## src/rtl/mavg_pkg.sv

```systemverilog
// Shared constants, register codes and structs for the moving-average spike alarm.
// Depends on nothing; every other file of the block but mavg_ram refers to it by scoped names.
package mavg_pkg;

    localparam int WINDOW_DEF  = 16;
    localparam int SAMPLE_W    = 12;
    localparam int MEAN_W      = 16;
    localparam int FILL_OUT_W  = 5;
    localparam int MULT_W      = 8;
    localparam int THR_W       = 12;
    localparam int QUEUE_DEPTH = 2;
    localparam int APB_ADDR_W  = 4;
    localparam int APB_DATA_W  = 32;

    localparam logic [1:0] REG_ENABLED   = 2'd0;
    localparam logic [1:0] REG_SPIKE_MUL = 2'd1;
    localparam logic [1:0] REG_MIN_MEAN  = 2'd2;

    localparam logic              ENABLED_RST   = 1'b1;
    localparam logic [MULT_W-1:0] SPIKE_MUL_RST = 8'd24;
    localparam logic [THR_W-1:0]  MIN_MEAN_RST  = 12'd100;

    typedef struct packed {
        logic              enabled;
        logic [MULT_W-1:0] spike_multiplier;
        logic [THR_W-1:0]  min_mean_threshold;
    } cfg_t;

    typedef struct packed {
        logic                valid;
        logic [SAMPLE_W-1:0] sample;
    } qhead_t;

endpackage

```

## src/rtl/mavg_if.sv

```systemverilog
// Valid/ready channel interfaces for sample beats and result beats.
// Depends on mavg_pkg for the field widths.
interface mavg_in_if;
    logic                          valid;
    logic                          ready;
    logic [mavg_pkg::SAMPLE_W-1:0] sample;

    modport source (output valid, output sample, input ready);
    modport sink   (input valid, input sample, output ready);
endinterface

interface mavg_out_if;
    logic                            valid;
    logic                            ready;
    logic [mavg_pkg::MEAN_W-1:0]     mean_q4;
    logic                            spike_alarm;
    logic                            warming_up;
    logic [mavg_pkg::FILL_OUT_W-1:0] fill_count;

    modport source (output valid, output mean_q4, output spike_alarm,
                    output warming_up, output fill_count, input ready);
    modport sink   (input valid, input mean_q4, input spike_alarm,
                    input warming_up, input fill_count, output ready);
endinterface

```

## src/rtl/moving_average_spike_alarm_unit.sv

```systemverilog
// A sample beat passes the front-end queue, then the back-end states IDLE, UPD,
// DIV (the bit-serial mean divider) and DONE, and then the result register.
// The back end takes one sample at a time and starts the next only after loading the result.
// Reset (rst_n, asynchronous, active low) clears the queue, the running total,
// the fill count, the configuration registers and the result valid flag; the ring needs no clearing pass.
module moving_average_spike_alarm_unit #(
    parameter int WINDOW = mavg_pkg::WINDOW_DEF
) (
    input  logic                              clk,
    input  logic                              rst_n,
    input  logic                              psel,
    input  logic                              penable,
    input  logic                              pwrite,
    input  logic [mavg_pkg::APB_ADDR_W-1:0]   paddr,
    input  logic [mavg_pkg::APB_DATA_W-1:0]   pwdata,
    output logic [mavg_pkg::APB_DATA_W-1:0]   prdata,
    output logic                              pready,
    mavg_in_if.sink                           samples,
    mavg_out_if.source                        results
);

    // Configuration registers. Software must write them only while the block is quiet, which the
    // block itself does not enforce, so the back end may read them live throughout an item's work.
    logic                          enabled_reg;
    logic [mavg_pkg::MULT_W-1:0]   spike_mul_reg;
    logic [mavg_pkg::THR_W-1:0]    min_mean_reg;
    logic                          wr_en;
    logic [1:0]                    reg_sel;
    mavg_pkg::cfg_t                cfg;
    mavg_pkg::qhead_t              head;
    logic                          pop;

    // Registers sit on 32-bit word addresses; a write to the unused fourth
    // word is simply dropped.
    assign pready  = 1'b1;
    assign wr_en   = psel && penable && pwrite;
    assign reg_sel = paddr[3:2];

    always_ff @(posedge clk or negedge rst_n)
    begin
        if (!rst_n)
        begin
            enabled_reg   <= mavg_pkg::ENABLED_RST;
            spike_mul_reg <= mavg_pkg::SPIKE_MUL_RST;
            min_mean_reg  <= mavg_pkg::MIN_MEAN_RST;
        end
        else if (wr_en)
        begin
            unique case (reg_sel)
                mavg_pkg::REG_ENABLED:   enabled_reg   <= pwdata[0];
                mavg_pkg::REG_SPIKE_MUL: spike_mul_reg <= pwdata[mavg_pkg::MULT_W-1:0];
                mavg_pkg::REG_MIN_MEAN:  min_mean_reg  <= pwdata[mavg_pkg::THR_W-1:0];
                default:
                begin
                end
            endcase
        end
    end

    always_comb
    begin
        unique case (reg_sel)
            mavg_pkg::REG_ENABLED:   prdata = mavg_pkg::APB_DATA_W'(enabled_reg);
            mavg_pkg::REG_SPIKE_MUL: prdata = mavg_pkg::APB_DATA_W'(spike_mul_reg);
            mavg_pkg::REG_MIN_MEAN:  prdata = mavg_pkg::APB_DATA_W'(min_mean_reg);
            default:                 prdata = '0;
        endcase
    end

    assign cfg.enabled            = enabled_reg;
    assign cfg.spike_multiplier   = spike_mul_reg;
    assign cfg.min_mean_threshold = min_mean_reg;

    // The front end discards every beat while disabled; otherwise it parks it in a
    // two-entry queue, stalling the input only when the queue is full, so that the input side keeps moving
    // while the back end is busy dividing.
    mavg_front u_front (
        .clk     (clk),
        .rst_n   (rst_n),
        .enabled (enabled_reg),
        .samples (samples),
        .head    (head),
        .pop     (pop)
    );

    // The back end pulls one sample at a time: it reads the slot being
    // replaced, updates the ring and the total, runs the restoring divider one
    // quotient bit a cycle and then loads the result register. The result
    // register lets the next sample start while a result still waits.
    mavg_back #(
        .WINDOW (WINDOW)
    ) u_back (
        .clk     (clk),
        .rst_n   (rst_n),
        .cfg     (cfg),
        .head    (head),
        .pop     (pop),
        .results (results)
    );

endmodule

```

## src/rtl/mavg_ram.sv

```systemverilog
// Generic single-write, single-read RAM with a registered read port.
// Depends on nothing.
module mavg_ram #(
    parameter int WIDTH = 12,
    parameter int DEPTH = 16
) (
    input  logic                                       clk,
    input  logic                                       we,
    input  logic [((DEPTH > 1) ? $clog2(DEPTH) : 1)-1:0] waddr,
    input  logic [WIDTH-1:0]                           wdata,
    input  logic [((DEPTH > 1) ? $clog2(DEPTH) : 1)-1:0] raddr,
    output logic [WIDTH-1:0]                           rdata
);

    logic [WIDTH-1:0] mem [DEPTH];
    logic [WIDTH-1:0] rdata_reg;

    always_ff @(posedge clk)
    begin
        if (we)
        begin
            mem[waddr] <= wdata;
        end
        rdata_reg <= mem[raddr];
    end

    assign rdata = rdata_reg;

endmodule

```

## src/rtl/mavg_front.sv

```systemverilog
// Front end: takes sample beats, drops them while disabled, queues the rest.
// Depends on mavg_pkg and the mavg_in_if interface.
module mavg_front (
    input  logic              clk,
    input  logic              rst_n,
    input  logic              enabled,
    mavg_in_if.sink           samples,
    output mavg_pkg::qhead_t  head,
    input  logic              pop
);

    localparam int PTR_W = (mavg_pkg::QUEUE_DEPTH > 1) ? $clog2(mavg_pkg::QUEUE_DEPTH) : 1;
    localparam int CNT_W = $clog2(mavg_pkg::QUEUE_DEPTH + 1);

    logic [mavg_pkg::SAMPLE_W-1:0] slot_reg [mavg_pkg::QUEUE_DEPTH];
    logic [PTR_W-1:0] wr_ptr_reg, wr_ptr_next;
    logic [PTR_W-1:0] rd_ptr_reg, rd_ptr_next;
    logic [CNT_W-1:0] count_reg, count_next;
    logic             full;
    logic             push;
    logic             do_pop;

    assign full          = (count_reg == CNT_W'(mavg_pkg::QUEUE_DEPTH));
    // A disabled block still takes the beat, it simply throws it away.
    assign samples.ready = !enabled || !full;
    assign push          = samples.valid && samples.ready && enabled;
    assign do_pop        = pop && (count_reg != '0);

    assign head.valid  = (count_reg != '0);
    assign head.sample = slot_reg[rd_ptr_reg];

    always_comb
    begin
        wr_ptr_next = wr_ptr_reg;
        rd_ptr_next = rd_ptr_reg;
        if (push)
        begin
            wr_ptr_next = (wr_ptr_reg == PTR_W'(mavg_pkg::QUEUE_DEPTH - 1)) ? '0
                                                                          : wr_ptr_reg + 1'b1;
        end
        if (do_pop)
        begin
            rd_ptr_next = (rd_ptr_reg == PTR_W'(mavg_pkg::QUEUE_DEPTH - 1)) ? '0
                                                                          : rd_ptr_reg + 1'b1;
        end
        count_next = count_reg + CNT_W'(push) - CNT_W'(do_pop);
    end

    always_ff @(posedge clk or negedge rst_n)
    begin
        if (!rst_n)
        begin
            wr_ptr_reg <= '0;
            rd_ptr_reg <= '0;
            count_reg  <= '0;
        end
        else
        begin
            wr_ptr_reg <= wr_ptr_next;
            rd_ptr_reg <= rd_ptr_next;
            count_reg  <= count_next;
        end
    end

    always_ff @(posedge clk)
    begin
        if (push)
        begin
            slot_reg[wr_ptr_reg] <= samples.sample;
        end
    end

endmodule

```

## src/rtl/mavg_back.sv

```systemverilog
// Back end: ring update, running total, bit-serial mean divider, alarm test
// and the result register. Depends on mavg_pkg, mavg_out_if and mavg_ram.
module mavg_back #(
    parameter int WINDOW = mavg_pkg::WINDOW_DEF
) (
    input  logic             clk,
    input  logic             rst_n,
    input  mavg_pkg::cfg_t   cfg,
    input  mavg_pkg::qhead_t head,
    output logic             pop,
    mavg_out_if.source       results
);

    localparam int IDX_W  = (WINDOW > 1) ? $clog2(WINDOW) : 1;
    localparam int FILL_W = $clog2(WINDOW + 1);
    localparam int TOT_W  = mavg_pkg::SAMPLE_W + $clog2(WINDOW);
    localparam int NUM_W  = TOT_W + 4;
    localparam int CNT_W  = $clog2(NUM_W + 1);
    localparam int CMP_W  = TOT_W + mavg_pkg::MULT_W;
    localparam logic [CMP_W-1:0] LHS_K = CMP_W'(16 * WINDOW);

    localparam logic [1:0] ST_IDLE = 2'd0;
    localparam logic [1:0] ST_UPD  = 2'd1;
    localparam logic [1:0] ST_DIV  = 2'd2;
    localparam logic [1:0] ST_DONE = 2'd3;

    logic [1:0]                    state_reg, state_next;
    logic [IDX_W-1:0]              slot_reg, slot_next;
    logic [FILL_W-1:0]             filled_reg, filled_next;
    logic [TOT_W-1:0]              total_reg, total_next;
    logic [mavg_pkg::SAMPLE_W-1:0] samp_reg, samp_next;
    logic [FILL_W-1:0]             rem_reg, rem_next;
    logic [NUM_W-1:0]              quo_reg, quo_next;
    logic [CNT_W-1:0]              cnt_reg, cnt_next;
    logic [CMP_W-1:0]              prod_reg, prod_next;

    logic                              out_valid_reg, out_valid_next;
    logic [mavg_pkg::MEAN_W-1:0]       mean_reg, mean_next;
    logic                              alarm_reg, alarm_next;
    logic                              warm_reg, warm_next;
    logic [mavg_pkg::FILL_OUT_W-1:0]   fill_reg, fill_next;

    logic                          ram_we;
    logic [mavg_pkg::SAMPLE_W-1:0] ram_rdata;
    logic [mavg_pkg::SAMPLE_W-1:0] old_sample;
    logic                          full;
    logic [FILL_W:0]               trial;
    logic                          trial_ge;
    logic                          load_out;
    logic [CMP_W-1:0]              lhs;
    logic [CMP_W-1:0]              floor_sum;

    mavg_ram #(
        .WIDTH (mavg_pkg::SAMPLE_W),
        .DEPTH (WINDOW)
    ) u_ring (
        .clk   (clk),
        .we    (ram_we),
        .waddr (slot_reg),
        .wdata (samp_reg),
        .raddr (slot_reg),
        .rdata (ram_rdata)
    );

    // Entries are overwritten in ring order, so until the window is full the
    // slot being replaced has never been written, so old_sample takes zero in its place.
    assign full       = (filled_reg == FILL_W'(WINDOW));
    assign old_sample = full ? ram_rdata : '0;

    assign trial     = {rem_reg, quo_reg[NUM_W-1]};
    assign trial_ge  = (trial >= {1'b0, filled_reg});
    assign lhs       = CMP_W'(samp_reg) * LHS_K;
    assign floor_sum = CMP_W'(cfg.min_mean_threshold) * CMP_W'(WINDOW);
    assign load_out  = (state_reg == ST_DONE) && (!out_valid_reg || results.ready);
    assign pop       = (state_reg == ST_IDLE) && head.valid;

    always_comb
    begin
        state_next  = state_reg;
        slot_next   = slot_reg;
        filled_next = filled_reg;
        total_next  = total_reg;
        samp_next   = samp_reg;
        rem_next    = rem_reg;
        quo_next    = quo_reg;
        cnt_next    = cnt_reg;
        prod_next   = prod_reg;
        ram_we      = 1'b0;
        mean_next   = mean_reg;
        alarm_next  = alarm_reg;
        warm_next   = warm_reg;
        fill_next   = fill_reg;

        unique case (state_reg)
            ST_IDLE:
            begin
                if (head.valid)
                begin
                    samp_next  = head.sample;
                    state_next = ST_UPD;
                end
            end
            ST_UPD:
            begin
                ram_we      = 1'b1;
                total_next  = total_reg - TOT_W'(old_sample) + TOT_W'(samp_reg);
                slot_next   = (slot_reg == IDX_W'(WINDOW - 1)) ? '0 : slot_reg + 1'b1;
                filled_next = full ? filled_reg : filled_reg + 1'b1;
                quo_next    = {total_next, 4'b0000};
                rem_next    = '0;
                cnt_next    = CNT_W'(NUM_W);
                state_next  = ST_DIV;
            end
            ST_DIV:
            begin
                prod_next = CMP_W'(total_reg) * CMP_W'(cfg.spike_multiplier);
                rem_next  = trial_ge ? FILL_W'(trial - {1'b0, filled_reg}) : FILL_W'(trial);
                quo_next  = {quo_reg[NUM_W-2:0], trial_ge};
                cnt_next  = cnt_reg - 1'b1;
                if (cnt_reg == CNT_W'(1))
                begin
                    state_next = ST_DONE;
                end
            end
            ST_DONE:
            begin
                if (load_out)
                begin
                    mean_next  = mavg_pkg::MEAN_W'(quo_reg);
                    alarm_next = full && (lhs > prod_reg)
                                 && (CMP_W'(total_reg) > floor_sum);
                    warm_next  = !full;
                    fill_next  = mavg_pkg::FILL_OUT_W'(filled_reg);
                    state_next = ST_IDLE;
                end
            end
            default:
            begin
                state_next = ST_IDLE;
            end
        endcase
    end

    always_comb
    begin
        priority if (load_out)
        begin
            out_valid_next = 1'b1;
        end
        else if (results.ready)
        begin
            out_valid_next = 1'b0;
        end
        else
        begin
            out_valid_next = out_valid_reg;
        end
    end

    always_ff @(posedge clk or negedge rst_n)
    begin
        if (!rst_n)
        begin
            state_reg     <= ST_IDLE;
            slot_reg      <= '0;
            filled_reg    <= '0;
            total_reg     <= '0;
            out_valid_reg <= 1'b0;
        end
        else
        begin
            state_reg     <= state_next;
            slot_reg      <= slot_next;
            filled_reg    <= filled_next;
            total_reg     <= total_next;
            out_valid_reg <= out_valid_next;
        end
    end

    always_ff @(posedge clk)
    begin
        samp_reg  <= samp_next;
        rem_reg   <= rem_next;
        quo_reg   <= quo_next;
        cnt_reg   <= cnt_next;
        prod_reg  <= prod_next;
        mean_reg  <= mean_next;
        alarm_reg <= alarm_next;
        warm_reg  <= warm_next;
        fill_reg  <= fill_next;
    end

    assign results.valid       = out_valid_reg;
    assign results.mean_q4     = mean_reg;
    assign results.spike_alarm = alarm_reg;
    assign results.warming_up  = warm_reg;
    assign results.fill_count  = fill_reg;

endmodule

```

## src/flat_wrapper.sv

```systemverilog
// flat-port wrapper written by rule: the top's interface ports become plain ports
module moving_average_spike_alarm_unit_flat 
#(
    parameter int WINDOW = mavg_pkg::WINDOW_DEF
)
  (clk, rst_n, psel, penable, pwrite, paddr, pwdata, prdata, pready, samples_valid, samples_sample, samples_ready, results_valid, results_mean_q4, results_spike_alarm, results_warming_up, results_fill_count, results_ready);
  mavg_in_if samples_i ();
  mavg_out_if results_i ();
  input  logic clk;
  input  logic rst_n;
  input  logic psel;
  input  logic penable;
  input  logic pwrite;
  input  logic [mavg_pkg::APB_ADDR_W-1:0] paddr;
  input  logic [mavg_pkg::APB_DATA_W-1:0] pwdata;
  output logic [mavg_pkg::APB_DATA_W-1:0] prdata;
  output logic pready;
  input wire logic [$bits(samples_i.valid)-1:0] samples_valid;
  input wire logic [$bits(samples_i.sample)-1:0] samples_sample;
  output wire logic [$bits(samples_i.ready)-1:0] samples_ready;
  output wire logic [$bits(results_i.valid)-1:0] results_valid;
  output wire logic [$bits(results_i.mean_q4)-1:0] results_mean_q4;
  output wire logic [$bits(results_i.spike_alarm)-1:0] results_spike_alarm;
  output wire logic [$bits(results_i.warming_up)-1:0] results_warming_up;
  output wire logic [$bits(results_i.fill_count)-1:0] results_fill_count;
  input wire logic [$bits(results_i.ready)-1:0] results_ready;
  assign samples_i.valid = samples_valid;
  assign samples_i.sample = samples_sample;
  assign samples_ready = samples_i.ready;
  assign results_valid = results_i.valid;
  assign results_mean_q4 = results_i.mean_q4;
  assign results_spike_alarm = results_i.spike_alarm;
  assign results_warming_up = results_i.warming_up;
  assign results_fill_count = results_i.fill_count;
  assign results_i.ready = results_ready;
  moving_average_spike_alarm_unit #(.WINDOW(WINDOW)) u_core (.clk(clk), .rst_n(rst_n), .psel(psel), .penable(penable), .pwrite(pwrite), .paddr(paddr), .pwdata(pwdata), .prdata(prdata), .pready(pready), .samples(samples_i), .results(results_i));
endmodule
```

## config.mk

```make
export PLATFORM = sky130hd
export DESIGN_NAME = moving_average_spike_alarm_unit_flat
export DESIGN_NICKNAME = d
export VERILOG_FILES = /design/src/rtl/mavg_pkg.sv /design/src/rtl/mavg_if.sv /design/src/rtl/moving_average_spike_alarm_unit.sv /design/src/rtl/mavg_ram.sv /design/src/rtl/mavg_front.sv /design/src/rtl/mavg_back.sv /design/src/flat_wrapper.sv
export SDC_FILE = /design/constraint.sdc
export NUM_CORES = 1
export LEC_CHECK = 0
export ABC_CLOCK_PERIOD_IN_PS = 10800
export BUFFER_PORTS_ARGS = -buffer_cell sky130_fd_sc_hd__buf_4
export CAP_MARGIN = 15
export CORE_UTILIZATION = 56
export CTS_CLUSTER_DIAMETER = 200
export DETAILED_ROUTE_END_ITERATION = 7
export GPL_TIMING_DRIVEN = 0
export PLACE_DENSITY_LB_ADDON = 0.1
export SLEW_MARGIN = 0
export SYNTH_ARGS = -nofsm -noshare
export SYNTH_HDL_FRONTEND = slang
export SYNTH_SLANG_ARGS = --single-unit
```

## constraint.sdc

```tcl
create_clock -name clk -period 10.8 [get_ports clk]
set_input_delay 0 -clock clk [delete_from_list [all_inputs] [get_ports clk]]
set_output_delay 0 -clock clk [all_outputs]
set_load 0.05 [all_outputs]
```

==> metrics.csv, run 1 <==
metric;value;unit
required;11.12;ns
hold_viol;0;
drc;0;
cts_made_buffers;40;
syn_area;20080;sq um
path_depth;16;
fp-row-count;68;
post-cts-setup-buffers;0;
synth-async-reset-ratio;14.32;%
coreArea;34880;sq um
hp-class;input pin to asynchronous set/reset pin;
fmax;0.1835;GHz
rr_startpoint;u_core.spike_mul_reg[3];
wirelength;43.84;mm
crit_family;adder cells;
fillers;2536;
cp.arrival;5.77;ns
outcome;completed;
yosysUniqueCellTypes;63;
cp-endpoint;u_core.u_back.prod_reg[20];
worstSetupPathType;flip-flop to flip-flop;
viasPerCell;5.521;
drtIter0Drc;818;
yosysTopAreaCell;edfxtp_1;
yosysWarnings;0;
drive_gt1_share;16.85;%
ioPinCount;113;
vias;11850;
overflow;0;
max_cap_violations;0;
synthCells;1476;
setup_viol_count_final;0;
grt_pass1_vias;11950;
initial_core_util;57.56;%
clock_latency;0.58;ns
crit_fanout;10;
die-area;36620;sq um
synth.most_common_cell;edfxtp_1;
cts_buffer_depth;3;
firstDrtPassIters;5;
crit_top_cell;fa_1;
drtAntennaViolNets;0;
path_buf_inv;3;
avgSynthCellArea;13.60;sq um
cts.sinks;370;
synth_flop_cell;edfxtp_1;
seq_area_frac_synth;53.45;%
ys_top_cells_by_area;edfxtp_1 (46%), fa_1 (9.7%), mux4_2 (6.7%);
grt_pass1_wl;68.22;mm
r2r_setup_slack;5.35;ns
gp_congestion;0.8708;
synth_top_area_share;45.61;%
finalCritPeriodShare;50.47;%
fin_crit;5.451;ns
clock_skew;0.01964;ns
synth_common_cells;edfxtp_1 (305), inv_1 (192), and2_1 (133);
slowest_stage;dfstp_2;
grtUsageTotal;25.27;%
syn2layout_area_growth;15.22;%
cp_cell_sequence;clkbuf_1 > and2_1 > fa_1 > fa_1 > fa_1 > inv_1 > fa_1 > inv_1 > ha_1 > and2_1 > o2111a_1 > o31a_1 > o41a_1 > o21ai_0 > a21oi_1 > xor2_1;
htree_levels;2;
largest_reg_flops;192;
cts_tree;yes;
finalSetupTns;0;ns
dp_hpwl;30.80;mm
crit_path_end_kind;flip-flop;
cts-root-buf;clkbuf_16;
nets;1915;
clkTransAtPathRegs;0.06;ns
die_y;191.4;um
slew_headroom;23.22;%
diodes;0;
ys_ff_latch;370;
tightest_slew;1.147;ns
worstRegToRegCells;16;
r2r_end;u_core.u_back.prod_reg[20];
antenna_found_initial;0;
cp-start-kind;flip-flop;
synth_edf_count;305;
die-width;191.4;um
crit_start;u_core.spike_mul_reg[3];
grt_max_degree;54;
wl_per_cell;20.43;um
io_buffers;69;
rsz0062_at_grt;no;
slowest_delay;0.64;ns
drv_slew;0;
## stage by stage
stage	util (%)	setup WS, ns	area (sq um)	cells	hold slack (ns)
6_report	66.33	5.349	23140	2146	0.04376
5_1_grt	66.33	5.131	23140	2146	0.09126
4_1_cts	66.04	5.364	23040	2138	0.04258
3_5_place_dp	61.44	5.384	21430	2032	0.1290
3_3_place_gp	60.89	5.375	21240	2019	0.1243
2_1_floorplan	-	6.019	20150	1495	-0.2956
## logic make-up (layout without fill, tap and decap cells)
family,after synthesis,after routing,share of synthesized area (%)
buf+inv,260,456,5.296
other cells,2,21,0.03740
flops,370,370,53.45
fa+ha+maj,201,201,16.15
compound gates,165,165,5.222
xor+xnor,43,43,1.876
mux,103,103,9.047
simple gates,332,332,8.923
## per-layer routing
layer | up-vias | GRT usage, % | routed length (um)
met5 | - | 0 | 0
met4 | 0 | 9.249 | 1277
met3 | 66 | 4.516 | 2496
met2 | 329 | 39.95 | 20780
met1 | 5956 | 35.21 | 19290
li1 | 5498 | - | -
## how the worst min path moves through the flow
stage / cells after the start / end / slack [ns] / from
2_1_floorplan: 0 / u_core.min_mean_reg[0] / -0.30 / rst_n
3_3_place_gp: 1 / u_core.u_front.rd_ptr_reg / 0.12 / rst_n
3_5_place_dp: 1 / u_core.u_front.rd_ptr_reg / 0.13 / rst_n
4_1_cts: 4 / u_core.min_mean_reg[0] / 0.04 / pwrite
5_1_grt: 4 / u_core.min_mean_reg[0] / 0.09 / pwrite
6_report: 2 / u_core.u_front.wr_ptr_reg / 0.04 / rst_n
## area by class of cell
type                            count  area (sq um)  share of cell area (%)
Inverter                          192         720.7                   3.115
Sequential cell                   370         10730                   46.39
Clock inverter                     25         217.7                  0.9409
Buffer                             68         342.8                   1.482
Clock buffer                       49          1066                   4.607
Timing Repair Buffer              122          1100                   4.753
Tap cell                          455         569.3                   2.461
Multi-Input combinational cell    865          8388                   36.25
## timing repair
action	in CTS	in global routing
hold endpoints to repair	99	0
hold buffers	32	0
gates resized for setup	0	0
## worst reg2reg max path: stages, from the launching register on
cell and delay [ns]:
dfstp_2 0.64, clkbuf_1 0.41, and2_1 0.23, fa_1 0.43, fa_1 0.48, fa_1 0.55, inv_1 0.06, fa_1 0.53
inv_1 0.04, ha_1 0.34, and2_1 0.20, o2111a_1 0.16, o31a_1 0.12, o41a_1 0.49, o21ai_0 0.25, a21oi_1 0.12
xor2_1 0.16
## cell usage in the layout (no fill, tap or decap), types with 5 or more instances in the layout
master / synthesis / routed
a211oi_1: 6 / 6
buf_1: 6 / 6
clkbuf_16: 0 / 41
a21oi_1: 38 / 38
conb_1: 2 / 21
clkinv_2: 0 / 7
nand4_1: 10 / 10
buf_6: 0 / 12
dfrtp_1: 47 / 47
and2_1: 133 / 133
o21a_1: 8 / 8
mux2i_1: 15 / 15
dlygate4sd3_1: 0 / 32
nor2b_1: 13 / 12
clkinv_1: 0 / 9
mux4_2: 60 / 60
nor2_1: 41 / 41
xor2_1: 16 / 16
edfxtp_1: 305 / 305
nand3_1: 7 / 7
dfxtp_1: 12 / 12
fa_1: 97 / 97
nand2_1: 78 / 78
nand2b_1: 13 / 13
a22o_1: 7 / 7
ha_1: 104 / 104
dfstp_2: 6 / 6
xnor2_1: 27 / 27
buf_2: 7 / 8
buf_4: 21 / 93
clkbuf_1: 34 / 41
nor3_1: 14 / 12
a21o_1: 22 / 22
mux2_2: 28 / 28
inv_1: 192 / 192
o21ai_0: 53 / 53
nor3b_2: 1 / 5
Power of run 1 is left out: the tool's default activity adds up to more than one toggle a clock period on the data nets, which glitch-free logic cannot reach.
==> run 2, diff against run 1 <==
--- a/config.mk
+++ b/config.mk
@@ -5,7 +5,7 @@
 export SDC_FILE = /design/constraint.sdc
 export NUM_CORES = 1
 export LEC_CHECK = 0
-export ABC_CLOCK_PERIOD_IN_PS = 10800
+export ABC_CLOCK_PERIOD_IN_PS = 5100
 export BUFFER_PORTS_ARGS = -buffer_cell sky130_fd_sc_hd__buf_4
 export CAP_MARGIN = 15
 export CORE_UTILIZATION = 56
==> constraint.sdc (replaced) <==
create_clock -name clk -period 5.1 [get_ports clk]
set_input_delay 0 -clock clk [delete_from_list [all_inputs] [get_ports clk]]
set_output_delay 0 -clock clk [all_outputs]
set_load 0.05 [all_outputs]
==> metrics.csv, run 2 (same netlist as run 1, synthesis figures left out) <==
metric;value;unit
hp-class;input pin to asynchronous set/reset pin;
initial_core_util;57.56;%
slew_headroom;22.89;%
crit_top_cell;fa_1;
cts_buffer_depth;3;
io_buffers;69;
crit_path_end_kind;flip-flop;
firstDrtPassIters;5;
htree_levels;2;
r2r_end;u_core.u_back.prod_reg[22];
outcome;completed;
grt_max_degree;54;
worstSetupPathType;flip-flop to flip-flop;
wl_per_cell;20.36;um
cts_tree;yes;
cp_cell_sequence;buf_6 > nand2_1 > fa_1 > fa_1 > inv_1 > fa_1 > inv_1 > fa_1 > inv_1 > ha_4 > o2111a_1 > o31a_1 > o41a_1 > nor4_2 > nor3_2 > xor2_1;
fin_ws;0.08278;ns
cts_made_buffers;40;
finalCritPeriodShare;98.38;%
diodes;0;
path_depth;16;
nets;1931;
max_cap_violations;0;
coreArea;34880;sq um
grt_pass1_wl;68.28;mm
clock_skew;0.02202;ns
wirelength;44.01;mm
crit_start;u_core.spike_mul_reg[5];
clock_latency;0.57;ns
required;5.42;ns
cts-root-buf;clkbuf_16;
drtAntennaViolNets;0;
cp.arrival;5.34;ns
cp-endpoint;u_core.u_back.prod_reg[22];
hold_viol;0;
cts.sinks;370;
drc;0;
rr_startpoint;u_core.spike_mul_reg[5];
fp-row-count;68;
worstRegToRegCells;16;
vias;11910;
cp-start-kind;flip-flop;
crit_fanout;8;
grtUsageTotal;25.28;%
drv_slew;0;
dp_hpwl;30.80;mm
dp_slack;-0.3165;ns
viasPerCell;5.507;
slowest_stage;fa_1;
slowest_delay;0.56;ns
setup_viol_count_final;0;
largest_reg_flops;192;
syn2layout_area_growth;16.49;%
ioPinCount;113;
fin_crit;5.017;ns
overflow;0;
mostFrequentLayoutCell;edfxtp_1;
die-width;191.4;um
r2r_setup_slack;0.08;ns
clkTransAtPathRegs;0.06;ns
rsz0062_at_grt;yes;
fmax;0.1993;GHz
final_util;67.06;%
gp_congestion;0.8708;
die-area;36620;sq um
grt_pass1_vias;11960;
antenna_found_initial;0;
die_y;191.4;um
tightest_slew;1.152;ns
path_buf_inv;4;
crit_family;adder cells;
drive_gt1_share;19.21;%
drtIter0Drc;859;
layout_common_cells;edfxtp_1 (305), inv_1 (192), and2_1 (132);
==> run 2: cell count changes in the layout (fill, tap and decap cells not counted), moves of 2 or more <==
cell	change
dfrtp_1	-11
ha_1	-4
dfrtp_2	+11
a21oi_2	+2
a21oi_1	-2
ha_4	+4
buf_4	+18
clkbuf_1	-7
buf_6	+2
==> run 2: metrics by stage <==
step | instances | TNS (ns) | hold slack [ns] | area (sq um)
floorplan | 1495 | 0 | -0.2956 | 20150
global placement | 2019 | -1.408 | 0.1243 | 21240
detailed placement | 2032 | -1.394 | 0.1290 | 21430
CTS | 2138 | 0 | 0.04258 | 23060
global route | 2162 | -0.09408 | 0.08912 | 23390
finish | 2162 | 0 | 0.03645 | 23390
==> run 2: how the worst min path moves through the flow <==
stage / to / depth (start not counted)
3_5_place_dp: u_core.u_front.rd_ptr_reg / 1
6_report: u_core.spike_mul_reg[1] / 2
5_1_grt: u_core.min_mean_reg[0] / 4
3_3_place_gp: u_core.u_front.rd_ptr_reg / 1
2_1_floorplan: u_core.min_mean_reg[0] / 0
4_1_cts: u_core.min_mean_reg[0] / 4
==> run 2: repair_timing <==
action | CTS | global route
hold buffers | 32 | 0
buffers inserted | 0 | 17
endpoints found under the hold margin | 99 | 0
pin swaps | 1 | 8
gates resized for setup | 13 | 34
endpoints found under the setup margin | 9 | 7
==> run 2: layout make-up <==
class	instances	area (sq um)
plain buffers	67	376.6
clock buffers	49	1066
clock inverters	25	217.7
fillers	2505	11490
inverters	192	720.7
multi-input cells	865	8457
flip-flops and latches	370	10750
well taps	455	569.3
repair buffers	139	1237
==> run 2: metal layers <==
layer	GRT usage (%)	wire length, um	vias up
met5	0	0	-
met4	9.219	1356	0
met3	4.571	2512	72
met2	39.94	20750	337
met1	35.24	19390	5963
li1	-	-	5534
Power of run 2 is left out for the same reason.
